[config.mk]
export PLATFORM = sky130hd
export DESIGN_NAME = sorted_double_ended_priority_queue
export DESIGN_NICKNAME = d
export VERILOG_FILES = /design/src/rtl/core/sdepq_pkg.sv /design/src/rtl/core/sdepq_cell.sv /design/src/rtl/core/sdepq_chain.sv /design/src/rtl/core/sorted_double_ended_priority_queue.sv
export VERILOG_INCLUDE_DIRS = /design/src /design/src/rtl/core
export SDC_FILE = /design/constraint.sdc
export NUM_CORES = 2
export LEC_CHECK = 0
export BUFFER_PORTS_ARGS = -buffer_cell sky130_fd_sc_hd__buf_2
export CAP_MARGIN = 5
export CORE_ASPECT_RATIO = 1.5
export CORE_MARGIN = 2
export CORE_UTILIZATION = 45
export CTS_BUF_LIST = sky130_fd_sc_hd__clkbuf_4
export CTS_CLUSTER_DIAMETER = 150
export CTS_CLUSTER_SIZE = 25
export DETAILED_ROUTE_END_ITERATION = 7
export PLACE_DENSITY = 0.64
export SLEW_MARGIN = 20
export SYNTH_ARGS = -nofsm -noshare
export SYNTH_HDL_FRONTEND = slang
export SYNTH_SLANG_ARGS = --single-unit
[constraint.sdc]
create_clock -name aclk -period 11.1 [get_ports aclk]
set_input_delay 2.775 -clock aclk [delete_from_list [all_inputs] [get_ports aclk]]
set_output_delay 2.775 -clock aclk [all_outputs]
set_load 0.01 [all_outputs]
[src/rtl/core/sorted_double_ended_priority_queue_defines.svh]
// Assertion macros shared by the sorted double-ended priority queue RTL.
`ifndef SORTED_DOUBLE_ENDED_PRIORITY_QUEUE_DEFINES_SVH
`define SORTED_DOUBLE_ENDED_PRIORITY_QUEUE_DEFINES_SVH

// Check that a property holds at every clock edge outside reset.
`define SDEPQ_ASSERT(name, clk, rstn, prop, msg) \
    name: assert property (@(posedge clk) disable iff (!(rstn)) (prop)) else $error(msg);

// Check that a condition implies a consequence in the same cycle.
`define SDEPQ_ASSERT_IMP(name, clk, rstn, cond, cons, msg) \
    name: assert property (@(posedge clk) disable iff (!(rstn)) (cond) |-> (cons)) \
        else $error(msg);

`endif

[src/rtl/core/sdepq_pkg.sv]
// Types and constants of the sorted double-ended priority queue.
`default_nettype none
package sdepq_pkg;

    localparam int CAPACITY     = 16;
    localparam int KEY_BITS     = 32;
    localparam int PAYLOAD_BITS = 16;
    localparam int CNT_W        = 5;

    localparam logic [1:0] MODE_INSERT = 2'd0;
    localparam logic [1:0] MODE_RMIN   = 2'd1;
    localparam logic [1:0] MODE_RMAX   = 2'd2;
    localparam logic [1:0] MODE_QUERY  = 2'd3;

    localparam logic [1:0] ST_OK    = 2'd0;
    localparam logic [1:0] ST_EMPTY = 2'd1;
    localparam logic [1:0] ST_FULL  = 2'd2;

    typedef struct packed {
        logic [KEY_BITS-1:0]     key;
        logic [PAYLOAD_BITS-1:0] payload;
    } entry_t;

    typedef struct packed {
        logic [1:0]              mode;
        logic [KEY_BITS-1:0]     key;
        logic [PAYLOAD_BITS-1:0] payload;
    } in_t;

    typedef struct packed {
        logic [KEY_BITS-1:0]     removed_key;
        logic [PAYLOAD_BITS-1:0] removed_payload;
        logic [KEY_BITS-1:0]     min_key;
        logic [PAYLOAD_BITS-1:0] min_payload;
        logic [KEY_BITS-1:0]     max_key;
        logic [PAYLOAD_BITS-1:0] max_payload;
        logic [CNT_W-1:0]        entry_total;
        logic [1:0]              status;
    } out_t;

    // Command broadcast to every cell of the row.
    typedef struct packed {
        logic   ins;
        logic   rmin;
        logic   rmax;
        entry_t ent;
    } cmd_t;

    // Summary of the row seen by the control.
    typedef struct packed {
        logic   full;
        logic   empty;
        entry_t head;
        entry_t tail;
    } qstat_t;

endpackage
`default_nettype wire

[src/rtl/core/sdepq_cell.sv]
// One slot of the sorted row: holds an entry and shifts with its neighbors.
`default_nettype none
module sdepq_cell
    import sdepq_pkg::*;
(
    input  wire logic   aclk,
    input  wire logic   aresetn,
    input  wire cmd_t   cmd_i,
    input  wire entry_t left_ent_i,
    input  wire logic   left_valid_i,
    input  wire logic   left_open_i,
    input  wire entry_t right_ent_i,
    input  wire logic   right_valid_i,
    output entry_t      ent_o,
    output logic        valid_o,
    output logic        open_o
);

    entry_t ent_reg, ent_next;
    logic   valid_reg, valid_next;

    // Slot takes a new key here or above: empty, or holding a strictly larger key
    assign open_o  = !valid_reg || (cmd_i.ent.key < ent_reg.key);
    assign ent_o   = ent_reg;
    assign valid_o = valid_reg;

    // Insert shifts right past the open point, remove-min shifts left, remove-max drops the tail
    always_comb begin
        ent_next   = ent_reg;
        valid_next = valid_reg;
        if (cmd_i.ins) begin
            if (left_open_i) begin
                ent_next = left_ent_i;
            end else if (open_o) begin
                ent_next = cmd_i.ent;
            end
            valid_next = valid_reg | left_valid_i;
        end else if (cmd_i.rmin) begin
            ent_next   = right_ent_i;
            valid_next = right_valid_i;
        end else if (cmd_i.rmax) begin
            valid_next = valid_reg & right_valid_i;
        end
    end

    // Hold the entry
    always_ff @(posedge aclk) begin
        ent_reg <= ent_next;
    end

    // Hold the occupied flag
    always_ff @(posedge aclk) begin
        if (!aresetn) begin
            valid_reg <= 1'b0;
        end else begin
            valid_reg <= valid_next;
        end
    end

endmodule
`default_nettype wire

[src/rtl/core/sdepq_chain.sv]
// Row of sorted cells with head and tail selection.
`default_nettype none
`include "sorted_double_ended_priority_queue_defines.svh"
module sdepq_chain
    import sdepq_pkg::*;
(
    input  wire logic           aclk,
    input  wire logic           aresetn,
    input  wire cmd_t           cmd_i,
    output qstat_t              stat_o,
    output logic [CAPACITY-1:0] occ_o
);

    entry_t              ent_w   [CAPACITY];
    logic [CAPACITY-1:0] valid_w;
    logic [CAPACITY-1:0] open_w;
    logic [CAPACITY-1:0] tail_sel;
    entry_t              tail_ent;

    // Link each cell to its neighbors; the row ends see fixed boundary values
    for (genvar i = 0; i < CAPACITY; i++) begin : g_cell
        entry_t l_ent, r_ent;
        logic   l_valid, l_open, r_valid;

        if (i == 0) begin : g_first
            assign l_ent   = '0;
            assign l_valid = 1'b1;
            assign l_open  = 1'b0;
        end else begin : g_mid_l
            assign l_ent   = ent_w[i-1];
            assign l_valid = valid_w[i-1];
            assign l_open  = open_w[i-1];
        end

        if (i == CAPACITY - 1) begin : g_last
            assign r_ent    = '0;
            assign r_valid  = 1'b0;
            assign tail_sel[i] = valid_w[i];
        end else begin : g_mid_r
            assign r_ent    = ent_w[i+1];
            assign r_valid  = valid_w[i+1];
            assign tail_sel[i] = valid_w[i] & ~valid_w[i+1];
        end

        sdepq_cell u_cell (
            .aclk          (aclk),
            .aresetn       (aresetn),
            .cmd_i         (cmd_i),
            .left_ent_i    (l_ent),
            .left_valid_i  (l_valid),
            .left_open_i   (l_open),
            .right_ent_i   (r_ent),
            .right_valid_i (r_valid),
            .ent_o         (ent_w[i]),
            .valid_o       (valid_w[i]),
            .open_o        (open_w[i])
        );
    end

    // Pick the last occupied cell through a one-hot OR
    always_comb begin
        tail_ent = '0;
        for (int i = 0; i < CAPACITY; i++) begin
            tail_ent = tail_ent | (tail_sel[i] ? ent_w[i] : entry_t'('0));
        end
    end

    assign stat_o.full  = valid_w[CAPACITY-1];
    assign stat_o.empty = ~valid_w[0];
    assign stat_o.head  = ent_w[0];
    assign stat_o.tail  = tail_ent;
    assign occ_o        = valid_w;

    // Occupied cells form one run starting at slot zero
    for (genvar i = 1; i < CAPACITY; i++) begin : g_chk
        `SDEPQ_ASSERT_IMP(a_contig, aclk, aresetn, valid_w[i], valid_w[i-1], "occupancy gap")
    end
    `SDEPQ_ASSERT(a_tail_1h0, aclk, aresetn, $onehot0(tail_sel), "several tails")
    `SDEPQ_ASSERT_IMP(a_tail_1h, aclk, aresetn, !stat_o.empty, $onehot(tail_sel),
        "no tail in a nonempty row")

endmodule
`default_nettype wire

[src/rtl/core/sorted_double_ended_priority_queue.sv]
// Top level of the sorted double-ended priority queue.
// Holds up to 16 (key, payload) entries in a row of cells kept in ascending key
// order; equal keys keep arrival order. Each beat on s_ inserts (mode 0), removes
// the minimum (1), removes the maximum (2) or queries (3), and yields exactly one
// beat on m_ with the removed entry, the new minimum and maximum, the entry count
// and a status (1: remove on empty, state kept; 2: insert on full, item dropped).
// One beat is taken every cycle while m_ready stays high. The result beat is
// built from the updated row once the output register is free, and goes valid
// on m_ from that register. With a result waiting on m_ and the next
// one pending, s_ready drops until m_ready returns. The cycle is set by the
// per-cell 32-bit key compare feeding the shift of every cell, and by the
// one-hot tail select of the row.
`default_nettype none
`include "sorted_double_ended_priority_queue_defines.svh"
module sorted_double_ended_priority_queue
    import sdepq_pkg::*;
(
    input  wire logic aclk,
    input  wire logic aresetn,
    input  wire logic s_valid,
    output logic      s_ready,
    input  wire in_t  s_data,
    output logic      m_valid,
    input  wire logic m_ready,
    output out_t      m_data
);

    cmd_t                cmd;
    qstat_t              stat;
    logic [CAPACITY-1:0] occ;

    logic             accept, out_free, out_load;
    logic             pend_reg, pend_next;
    entry_t           rem_reg, rem_next;
    logic [1:0]       st_reg, st_next;
    logic [CNT_W-1:0] count_reg, count_next;
    logic             m_valid_reg, m_valid_next;
    out_t             m_data_reg, m_data_next;

    assign out_free = !m_valid_reg || m_ready;
    assign out_load = pend_reg && out_free;
    assign s_ready  = !pend_reg || out_free;
    assign accept   = s_valid && s_ready;
    assign m_valid  = m_valid_reg;
    assign m_data   = m_data_reg;

    // Decode the beat into a row command; drop it where it cannot apply
    always_comb begin
        cmd.ins  = accept && (s_data.mode == MODE_INSERT) && !stat.full;
        cmd.rmin = accept && (s_data.mode == MODE_RMIN) && !stat.empty;
        cmd.rmax = accept && (s_data.mode == MODE_RMAX) && !stat.empty;
        cmd.ent.key     = s_data.key;
        cmd.ent.payload = s_data.payload;
    end

    sdepq_chain u_chain (
        .aclk    (aclk),
        .aresetn (aresetn),
        .cmd_i   (cmd),
        .stat_o  (stat),
        .occ_o   (occ)
    );

    // Capture removed entry and status while the row updates
    always_comb begin
        rem_next   = rem_reg;
        st_next    = st_reg;
        pend_next  = pend_reg;
        count_next = count_reg;
        if (out_load) begin
            pend_next = 1'b0;
        end
        if (accept) begin
            pend_next = 1'b1;
            rem_next  = '0;
            st_next   = ST_OK;
            case (s_data.mode)
                MODE_INSERT: begin
                    if (stat.full) begin
                        st_next = ST_FULL;
                    end else begin
                        count_next = count_reg + CNT_W'(1);
                    end
                end
                MODE_RMIN: begin
                    if (stat.empty) begin
                        st_next = ST_EMPTY;
                    end else begin
                        rem_next   = stat.head;
                        count_next = count_reg - CNT_W'(1);
                    end
                end
                MODE_RMAX: begin
                    if (stat.empty) begin
                        st_next = ST_EMPTY;
                    end else begin
                        rem_next   = stat.tail;
                        count_next = count_reg - CNT_W'(1);
                    end
                end
                default: begin
                end
            endcase
        end
    end

    // Build the result from the updated row
    always_comb begin
        m_data_next  = m_data_reg;
        m_valid_next = m_valid_reg && !m_ready;
        if (out_load) begin
            m_valid_next                = 1'b1;
            m_data_next.removed_key     = rem_reg.key;
            m_data_next.removed_payload = rem_reg.payload;
            m_data_next.min_key         = stat.empty ? '0 : stat.head.key;
            m_data_next.min_payload     = stat.empty ? '0 : stat.head.payload;
            m_data_next.max_key         = stat.empty ? '0 : stat.tail.key;
            m_data_next.max_payload     = stat.empty ? '0 : stat.tail.payload;
            m_data_next.entry_total     = count_reg;
            m_data_next.status          = st_reg;
        end
    end

    // Hold payload registers
    always_ff @(posedge aclk) begin
        rem_reg    <= rem_next;
        st_reg     <= st_next;
        m_data_reg <= m_data_next;
    end

    // Hold control registers
    always_ff @(posedge aclk) begin
        if (!aresetn) begin
            pend_reg    <= 1'b0;
            count_reg   <= '0;
            m_valid_reg <= 1'b0;
        end else begin
            pend_reg    <= pend_next;
            count_reg   <= count_next;
            m_valid_reg <= m_valid_next;
        end
    end

    `SDEPQ_ASSERT(a_count, aclk, aresetn, $countones(occ) == 32'(count_reg),
        "count disagrees with occupied cells")
    `SDEPQ_ASSERT_IMP(a_full_st, aclk, aresetn,
        m_valid_reg && (m_data_reg.status == ST_FULL),
        m_data_reg.entry_total == CNT_W'(CAPACITY), "overflow reported below capacity")
    `SDEPQ_ASSERT_IMP(a_stall, aclk, aresetn, !s_ready, pend_reg && m_valid_reg,
        "input stalled without a backlog")

endmodule
`default_nettype wire
==> impl_metrics.json <==
{
  "cts.sinks": 992,
  "drcViolationCount": 26,
  "clkTransAtPathRegs_ns": 0.27,
  "p_total_mw": 7.35,
  "dieHeight_um": 461,
  "status": "finished with violations",
  "final_cell_mix": "edfxtp_1, inv_1, o21ai_0",
  "final_layout_size_suffix_gt1_frac": 0.0841,
  "relSlewSlack": 0.161,
  "avgRoutedWirePerCell_um": 34.1,
  "routed_wirelength_mm": 276,
  "critPathKind": "primary input to flop",
  "cts_root_buf": "clkbuf_4",
  "start_util": 0.454,
  "synth-seq-cells": 992,
  "hold_slack_ns": 0.427,
  "reg2reg_slack_ns": 5.86,
  "drv_cap": 0,
  "worstReg2RegStart": "u_chain.g_cell[3].u_cell.ent_o[18]",
  "fin_ws_ns": 4.26,
  "final_common_cell": "edfxtp_1",
  "ys_types": 75,
  "io_pins": 207,
  "synth_flop_cell": "edfxtp_1",
  "yosysWarnings": 0,
  "antenna_found_initial": 11,
  "cts_resized": 0,
  "vdd_drop_max_uv": 119,
  "final-instance-count-excl-fill": 8075,
  "finalHoldViolCount": 0,
  "nNetsFinal": 6713,
  "async_flop_share": 0,
  "ant_nets": 0,
  "largest_reg_flops": 768,
  "critPathLaunchType": "primary input",
  "num_vias": 57200,
  "cp.required_ns": 11.92,
  "place_ws_ns": 3.34,
  "syn_nets": 6845,
  "crit_path_end_kind": "flop",
  "avgViaCountPerCell": 7.09,
  "synth_edf_count": 969,
  "cp_max_fo": 28,
  "hpwl_mm": 178,
  "grt_usage": 0.378,
  "gp_congestion": 1.05,
  "drtIter0Drc": 9269,
  "rows": 167,
  "cts_tree": "yes",
  "worst_pin_slew_ns": 1.26,
  "final_max_slew_viol_count": 0,
  "clock_skew_ns": 0.110,
  "synth.avg_cell_area_sq_um": 9.92,
  "grt_max_degree": 211,
  "fmax_mhz": 146,
  "dieArea_sq_mm": 0.142,
  "crit_start": "s_data[18]",
  "dr.pass1.iters": 8,
  "syn_to_final_growth_pct": 5.34,
  "period_share": 0.616,
  "grt_pass1_wl_mm": 390,
  "finalSetupViolations": 0,
  "rsz0062_at_grt": "false",
  "die_w_um": 309,
  "critPathArrivalTime_ns": 7.66,
  "htreeDepth": 2,
  "post_cts.repair.setup_buffers": 0,
  "placedCellCount": 7998,
  "fp.coreArea_sq_mm": 0.138,
  "cts_buffers": 45,
  "p_per_area_mw_per_mm2": 111,
  "ctsLongestPathBuffers": 3,
  "portBuffers": 206,
  "syn_inst": 6318,
  "grt_pass1_vias": 55300,
  "violations": "DRC",
  "cts_hold_buffers": 0,
  "min-delay-start": "rem_reg[19]",
  "ys_seq_area_frac": 0.472,
  "power.leakage_nw": 24.9,
  "fin_setup_tns_ns": 0,
  "insertion_delay_ns": 1.22,
  "grt_overflow": 0,
  "fin_crit_ns": 6.84,
  "hold_path_class": "flop to flop",
  "netlist_area_sq_mm": 0.0627
}
## per-stage QoR
step	area [sq um]	utilization
6_report	66000	0.478
5_1_grt	66000	0.478
4_1_cts	66000	0.478
3_5_place_dp	65500	0.474
3_3_place_gp	65500	0.474
2_1_floorplan	62700	-
## path summary, 6_finish.rpt
path,cells after the start,end
setup / recovery,10,u_chain.g_cell[3].u_cell.ent_o[9]
hold / removal,0,m_data[122]
hold reg to reg,0,m_data[122]
setup reg to reg,10,u_chain.g_cell[3].u_cell.ent_o[9]
## logic make-up (layout without fill, tap and decap cells)
| logic type | after synthesis | count (layout) | share of synthesized area |
|---|---|---|---|
| xor gates and xnor gates | 4 | 4 | 0.000559 |
| buffers and inverters | 1007 | 893 | 0.0628 |
| adders and majority gates | 473 | 473 | 0.0945 |
| other | 0 | 12 | 0 |
| muxes | 179 | 179 | 0.0286 |
| DFF | 992 | 992 | 0.472 |
| AOI/OAI and AO/OA | 1979 | 1979 | 0.215 |
| and+or+nand+nor | 1684 | 1684 | 0.127 |
## cell usage after synthesis (7+ instances only)
library cell / instances / area (sq um)
edfxtp_1: 969 / 29100
o221a_2: 49 / 552
a22oi_1: 330 / 2480
clkbuf_1: 363 / 1360
o21a_1: 18 / 135
nor3_2: 9 / 90.1
o311ai_0: 11 / 96.3
buf_2: 65 / 325
o211ai_1: 46 / 345
nand2_1: 452 / 1700
a211o_1: 7 / 61.3
a31oi_1: 106 / 663
dfxtp_1: 23 / 460
a211oi_1: 116 / 871
nand3_1: 293 / 1470
ha_1: 472 / 5910
buf_4: 8 / 60.1
a21o_1: 144 / 1080
o31ai_1: 9 / 67.6
nor2_1: 335 / 1260
o21ai_1: 13 / 65.1
a21oi_1: 273 / 1370
o21ai_0: 494 / 2470
o221ai_1: 95 / 832
or3_1: 16 / 100
nor2b_1: 79 / 494
inv_1: 502 / 1880
mux2i_1: 179 / 1790
a22o_1: 59 / 517
o311ai_1: 21 / 184
nand4_1: 114 / 713
a221oi_1: 132 / 1160
buf_1: 63 / 236
nor3_1: 235 / 1180
nor4_1: 21 / 131
nand2b_1: 10 / 62.6
and2_1: 99 / 619
## where the power goes
group / switching (mW) / internal [mW] / leakage [nW]
Sequential: 0.143 / 4.28 / 9.29
Combinational: 0.958 / 0.414 / 15.3
Clock: 1.25 / 0.295 / 0.318
## layout make-up
type,instances,area (sq um)
Inverter,502,1890
Antenna cell,12,30.0
Clock inverter,4,72.6
Clock buffer,61,458
Sequential cell,992,29600
Multi-Input combinational cell,4319,29700
Tap cell,1859,2330
Fill cell,12900,72100
Timing Repair Buffer,326,2000
## worst max-delay path, cell delays in order
cell	delay [ns]
buf_2	0.50
ha_1	0.36
a211oi_1	0.21
o21ai_0	0.14
a211oi_1	0.55
o21ai_0	0.44
a21oi_4	0.97
nor2_1	0.19
a21oi_4	0.84
buf_4	0.62
## per-layer routing
metal | share of wire | routed length, um | GRT usage
met3 | 0.11 | 30600 | 0.0851
met1 | 0.34 | 92900 | 0.439
met2 | 0.45 | 123000 | 0.590
met4 | 0.11 | 29200 | 0.325
met5 | 0.00014 | 38 | 0
Power figures use the tool's default switching activity.
